### src/hw/rtl/gdwa_pkg.sv
// Package for the genotype dosage weighted accumulator.
// Holds the shared types, item kinds, genotype codes and the saturating adder.
// No dependencies.
package gdwa_pkg;

    localparam int ACC_W     = 48;
    localparam int WGT_W     = 32;
    localparam int DELTA_W   = WGT_W + 2;
    localparam int CNT_W     = 13;
    localparam int NUM_LANES = 4;
    localparam int OUT_DEPTH = 4;
    localparam int OUT_PTR_W = 2;
    localparam int OUT_CNT_W = 3;

    typedef logic signed [ACC_W-1:0]   t_acc;
    typedef logic signed [WGT_W-1:0]   t_wgt;
    typedef logic signed [DELTA_W-1:0] t_delta;

    localparam logic [1:0] KIND_WEIGHT = 2'd0;
    localparam logic [1:0] KIND_GENO   = 2'd1;
    localparam logic [1:0] KIND_READ   = 2'd2;

    // Homozygous code counts two copies, heterozygous one; others add nothing.
    localparam logic [1:0] GT_HOM = 2'b00;
    localparam logic [1:0] GT_HET = 2'b10;

    localparam t_acc ACC_MAX = {1'b0, {(ACC_W-1){1'b1}}};
    localparam t_acc ACC_MIN = {1'b1, {(ACC_W-1){1'b0}}};

    // Per-lane operation for the item in the update stage.
    typedef struct packed {
        logic add;      // accumulate the weights
        logic dbl;      // dosage two instead of one
        logic clr_one;  // zero one column after a read
    } t_lane_op;

    function automatic t_delta scale_weight(input t_wgt w, input logic dbl);
        t_delta d;
        if (dbl) begin
            d = {w[WGT_W-1], w, 1'b0};
        end else begin
            d = {{2{w[WGT_W-1]}}, w};
        end
        return d;
    endfunction

    function automatic t_acc sat_add(input t_acc acc, input t_delta delta);
        logic signed [ACC_W:0] s;
        t_acc r;
        s = {acc[ACC_W-1], acc} + (ACC_W+1)'(delta);
        if (s[ACC_W] != s[ACC_W-1]) begin
            r = s[ACC_W] ? ACC_MIN : ACC_MAX;
        end else begin
            r = s[ACC_W-1:0];
        end
        return r;
    endfunction

endpackage

### src/hw/rtl/gdwa_if.sv


interface gdwa_out_if;
    logic              valid;
    logic              ready;
    gdwa_pkg::t_acc    score_sum;

    modport source (output valid, score_sum, input ready);
    modport sink   (input valid, score_sum, output ready);
endinterface

### src/hw/rtl/gdwa_out_fifo.sv
// Result queue that parts the update stage from the output channel.
// Depends on gdwa_pkg and the gdwa_out_if interface.
module gdwa_out_fifo (
    input  logic                               i_clk,
    input  logic                               i_rst_n,
    input  logic                               i_push,
    input  gdwa_pkg::t_acc                     i_data,
    output logic [gdwa_pkg::OUT_CNT_W-1:0]     o_count,
    gdwa_out_if.source                         o_out
);

    gdwa_pkg::t_acc                    r_mem [gdwa_pkg::OUT_DEPTH];
    logic [gdwa_pkg::OUT_PTR_W-1:0]    r_wr_ptr;
    logic [gdwa_pkg::OUT_PTR_W-1:0]    r_rd_ptr;
    logic [gdwa_pkg::OUT_CNT_W-1:0]    r_count;
    logic                              pop;

    assign pop             = o_out.valid && o_out.ready;
    assign o_out.valid     = (r_count != '0);
    assign o_out.score_sum = r_mem[r_rd_ptr];
    assign o_count         = r_count;

    always_ff @(posedge i_clk) begin
        if (!i_rst_n) begin
            r_wr_ptr <= '0;
            r_rd_ptr <= '0;
            r_count  <= '0;
        end else begin
            if (i_push) begin
                r_wr_ptr <= r_wr_ptr + 1'b1;
            end
            if (pop) begin
                r_rd_ptr <= r_rd_ptr + 1'b1;
            end
            if (i_push && !pop) begin
                r_count <= r_count + 1'b1;
            end else if (pop && !i_push) begin
                r_count <= r_count - 1'b1;
            end
        end
        if (i_push) begin
            r_mem[r_wr_ptr] <= i_data;
        end
    end

endmodule

### src/flat_wrapper.sv
// flat-port wrapper written by rule: the top's interface ports become plain ports
module gdwa_out_fifo_flat 
  (i_clk, i_rst_n, i_push, i_data, o_count, o_out_valid, o_out_score_sum, o_out_ready);
  gdwa_out_if o_out_i ();
  input  logic i_clk;
  input  logic i_rst_n;
  input  logic i_push;
  input  gdwa_pkg::t_acc i_data;
  output logic [gdwa_pkg::OUT_CNT_W-1:0] o_count;
  output wire logic [$bits(o_out_i.valid)-1:0] o_out_valid;
  output wire logic [$bits(o_out_i.score_sum)-1:0] o_out_score_sum;
  input wire logic [$bits(o_out_i.ready)-1:0] o_out_ready;
  assign o_out_valid = o_out_i.valid;
  assign o_out_score_sum = o_out_i.score_sum;
  assign o_out_i.ready = o_out_ready;
  gdwa_out_fifo u_core (.i_clk(i_clk), .i_rst_n(i_rst_n), .i_push(i_push), .i_data(i_data), .o_count(o_count), .o_out(o_out_i));
endmodule
### config.mk
export PLATFORM = sky130hd
export DESIGN_NAME = gdwa_out_fifo_flat
export DESIGN_NICKNAME = d
export VERILOG_FILES = /design/src/hw/rtl/gdwa_pkg.sv /design/src/hw/rtl/gdwa_if.sv /design/src/hw/rtl/gdwa_out_fifo.sv /design/src/flat_wrapper.sv
export SDC_FILE = /design/constraint.sdc
export NUM_CORES = 1
export LEC_CHECK = 0
export BUFFER_PORTS_ARGS = -buffer_cell sky130_fd_sc_hd__buf_2
export CORE_AREA = 2 2 138 140
export DETAILED_ROUTE_END_ITERATION = 10
export DIE_AREA = 0 0 140 142
export GPL_TIMING_DRIVEN = 0
export PLACE_DENSITY = 0.63
export SLEW_MARGIN = 10
export SYNTH_ARGS = -nofsm -noshare
export SYNTH_HDL_FRONTEND = slang
export SYNTH_SLANG_ARGS = --single-unit
### constraint.sdc
create_clock -name i_clk -period 4.2 [get_ports i_clk]
set_clock_uncertainty 0.15 [all_clocks]
set_input_delay 0.84 -clock i_clk [delete_from_list [all_inputs] [get_ports i_clk]]
set_output_delay 0.84 -clock i_clk [all_outputs]
set_load 0.005 [all_outputs]
### Yosys cells after proc, flatten, opt, wreduce, memory -nomap -nowiden

Memories as Yosys holds them, arrays and structs flattened. A register that Yosys moved wholly into a read port is not among the register bits.
Index checks and enable logic that the tools add are counted.

* memory bits (writable): 192
* memories: 1
* register bits after elaboration: 7
* output and inout port bits: 52

* muxes and demuxes: 6
* reductions and logical operators: 7
* add/sub/neg operators: 4

Memories
* u_core.r_mem: depth 4, width 48, rd ports 1, clocked after memory_dff 1, write ports 1, line gdwa_out_fifo.sv:12 `gdwa_pkg::t_acc r_mem [gdwa_pkg::OUT_DEPTH];`

Operator list (number)
* 3-bit two-way mux: 2
* 2-bit by 1-bit adder with 2-bit output (second input constant): 2
* 2-bit two-way mux: 2
* 3-bit by 1-bit adder with 3-bit output (second input constant): 1
* 1-bit logical AND: 3
* 3-bit nonzero test: 1
* 3-bit by 1-bit subtractor with 3-bit output (second input constant): 1
* 1-bit zero test: 2
* 1-bit two-way mux: 2
* 2-bit nonzero test: 1

### Depth between registers and ports, before layout

* depth in word-level cells: 5
* mapped depth: 7

### Worst setup path before layout

No wires, ideal clock.

* path type: in2reg
* start point: input i_push
* end point: memory u_core.r_mem[0][0] in the netlist's numbering, enable pin
* stages: 1
* data arrival time: 1990 ps
* path slack: 1650 ps
* buffers on the path: 0
* cell sequence: and2_1

* longest elaborated chain between the ends: 2

RTL lines
* from (decl): line flat_wrapper.sv:7 `input logic i_push;`
* 1-bit two-way mux: line gdwa_out_fifo.sv:41 `if (i_push) begin`
* 1-bit two-way mux (implied by the code): line gdwa_out_fifo.sv:42 `r_mem[r_wr_ptr] <= i_data;`
* to (decl): line gdwa_out_fifo.sv:12

Every way passes these cells.

==> impl_results.md <==
- Fin nets: 476
- Multi-input gate area: 1350 um2
- Netlist Area Pre-Place: 7370 um2
- Clk buf depth: 3
- Syn Area/Cell: 25.2 um2
- CP Capture Type: primary output
- Hold Path Stages: 1
- Dpl cell area: 8190 um2
- Wire per inst: 20.1 um
- Max VDD drop: 325 uV
- Top-area cell type share of the netlist area: 78.2%
- Most frequent cells in the layout: edfxtp_1 (192), buf_2 (106), mux4_2 (48)
- Setup TNS: 0 ps
- Hold_buf cts: 0
- Clock root cell: clkbuf_16
- Commonest non-fill, non-tap cell in the layout: edfxtp_1
- I/O Buffers: 103
- Total grt overflow: 0
- Num ports: 104
- Share of post-route cells with drive strength above 1: 43.4%
- Fin crit period: 3000 ps
- FF-to-FF setup slack: 1810 ps
- Hold_sp: i_data[20]
- Worst path max stage delay: 360 ps
- Fmax achieved: 333 MHz
- Worst-path clk slew: 60 ps
- Post-synthesis sequential area ratio: 80.7%
- Final hold vios: 0
- Yosys cell types: 20
- CTS Buf Count: 21
- Yosys reg bits: 201
- Layout fillers: 1511
- R2R cell count: 7
- Critical Path RT: 3210 ps
- Max Cap Viol: 0
- Clk sink count: 201
- Top cell type by total area after synthesis: edfxtp_1
- Initial DRC Count: 198
- Worst hold slack: 421 ps
- Worst r2r src: u_core.o_count[0]$_SDFFE_PN0P_
- Crit Path Class: register to primary output
- Worst Path Max Fanout: 10
- FF+latch area: 5950 um2
- Slowest cell on crit path: buf_2
- Fin area: 8810 um2
- Setup-failing EPs final: 0
- DRT Pass-1 Iters: 9
- Ys Warns: 0
- H-tree depth: 1
- CTS tree: yes
- Worst hold path class: input port to register
- Via density: 5.09
- DP HPWL: 7680 um
- Row count: 50
- Post-route worst setup slack: 1200 ps
- Total power: 5.06 mW
- Chip height: 142 um
- Final Cycle Share: 71.5%
- GPL Wtd Cong: 0.706
- Slew at the pin closest to its max-slew limit: 800 ps
- WL final: 13400 um
- Clk_lat worst skew: 480 ps
- Die W: 140 um
- Vias in the first global route: 3740
- Initial antenna violation count: 0
- Die area: 19900 um2
- Post_cts resized: 0
- Tot GR Track Use: 13.6%
- Startpoint types: register
- Synth area leaders: edfxtp_1 (78%), mux4_2 (15%), dfxtp_1 (2.4%)
- Rel. slew slack: 46.7%
- Syn nets: 350
- Pin count of the biggest net entering global routing: 49
- Starting Density: 39.9%
- Synth Instances: 292
- Area grow syn2layout: 19.5%
- RSZ-0062 raised after global routing: false
- Leakage: 2.98 nW
- Core area: 18500 um2
- DR vias: 3390
- Detail Route Antenna Nets: 0
- Fin. max-slew vios: 0
- Residual DRC: 18
- Most frequent CP cell: buf_2
- Critical-path cell list: buf_2, buf_2, mux4_2, buf_2
- Crit path DAT: 2010 ps
- Status: finished, violations left
- Setup Buffers After CTS: 0
- First-pass GRT wire length: 20500 um
- Power density over the cells: 575 nW/um2
- Failing checks: DRC
- Post-Place Setup Slack: 1520 ps
-- power breakdown --
group          internal [mW]  switching, mW
registers               2.32         0.0463
clock network          0.993          0.686
logic                  0.557          0.465
-- path summary, 6_finish.rpt --
kind,to
setup / recovery,o_out_score_sum[37]
hold reg to reg,u_core.r_wr_ptr[1]$_SDFFE_PN0P_
setup reg to reg,u_core.o_count[2]$_SDFFE_PN0P_
hold / removal,u_core.r_mem[1][20]$_DFFE_PP_
-- Yosys cell counts --
cell type and number:
o31ai_2 1, a21boi_0 1, nor2b_1 2, buf_4 2, inv_1 3, mux4_2 48, ha_1 5, dfxtp_1 9
and2_1 9, buf_2 3, edfxtp_1 192, xnor2_1 3, fa_1 1, o311ai_1 1, clkbuf_1 2, buf_6 3
o21ai_0 1, mux2i_1 2, xor2_1 2, or3_1 2
-- state kept, by name, summed over array words and instances, names as in the netlist, named ones only --
signal / flops
u_core.r_mem: 192
u_core.o_count: 3
u_core.r_rd_ptr: 2
u_core.r_wr_ptr: 2
-- kinds of logic (layout without fill, tap and decap cells) --
family	count (synthesis)	in the layout	share of synthesized area (%)
adders and majority gates	6	6	1.12
DFF	201	201	80.7
other	0	1	0
buffers and inverters	13	152	1.12
xor gates and xnor gates	5	5	0.594
AOI/OAI and AO/OA	4	4	0.458
and+or+nand+nor	13	13	1.10
muxes	50	50	14.9
-- metal layers --
layer  global-route usage, %  share of wire [%]  vias up
met4                    3.72                1.7        0
met2                    24.2                 52       85
met1                    16.7                 41     1791
met5                       0                  0        -
li1                        -                  -     1495
met3                    3.43                5.9       19
-- critical path, delay by kind of cell, from the launching register on --
kind | cells | cell delay (ps)
buf+inv | 3 | 820
mux | 1 | 360
flops | 1 | 340
-- stage by stage --
step	std cells	util [%]
finish	666	47.7
global route	665	47.7
CTS	665	47.7
detailed placement	629	44.4
global placement	629	44.3
floorplan	292	-
-- layout make-up --
| class | count | share of cell area (%) |
|---|---|---|
| Antenna cell | 1 | 0.0284 |
| Buffer | 10 | 0.810 |
| Clock buffer | 29 | 6.42 |
| Clock inverter | 7 | 0.597 |
| Inverter | 3 | 0.128 |
| Multi-Input combinational cell | 78 | 15.4 |
| Sequential cell | 201 | 67.5 |
| Tap cell | 234 | 3.32 |
| Timing Repair Buffer | 103 | 5.85 |
(Power assumes the default switching activity.)
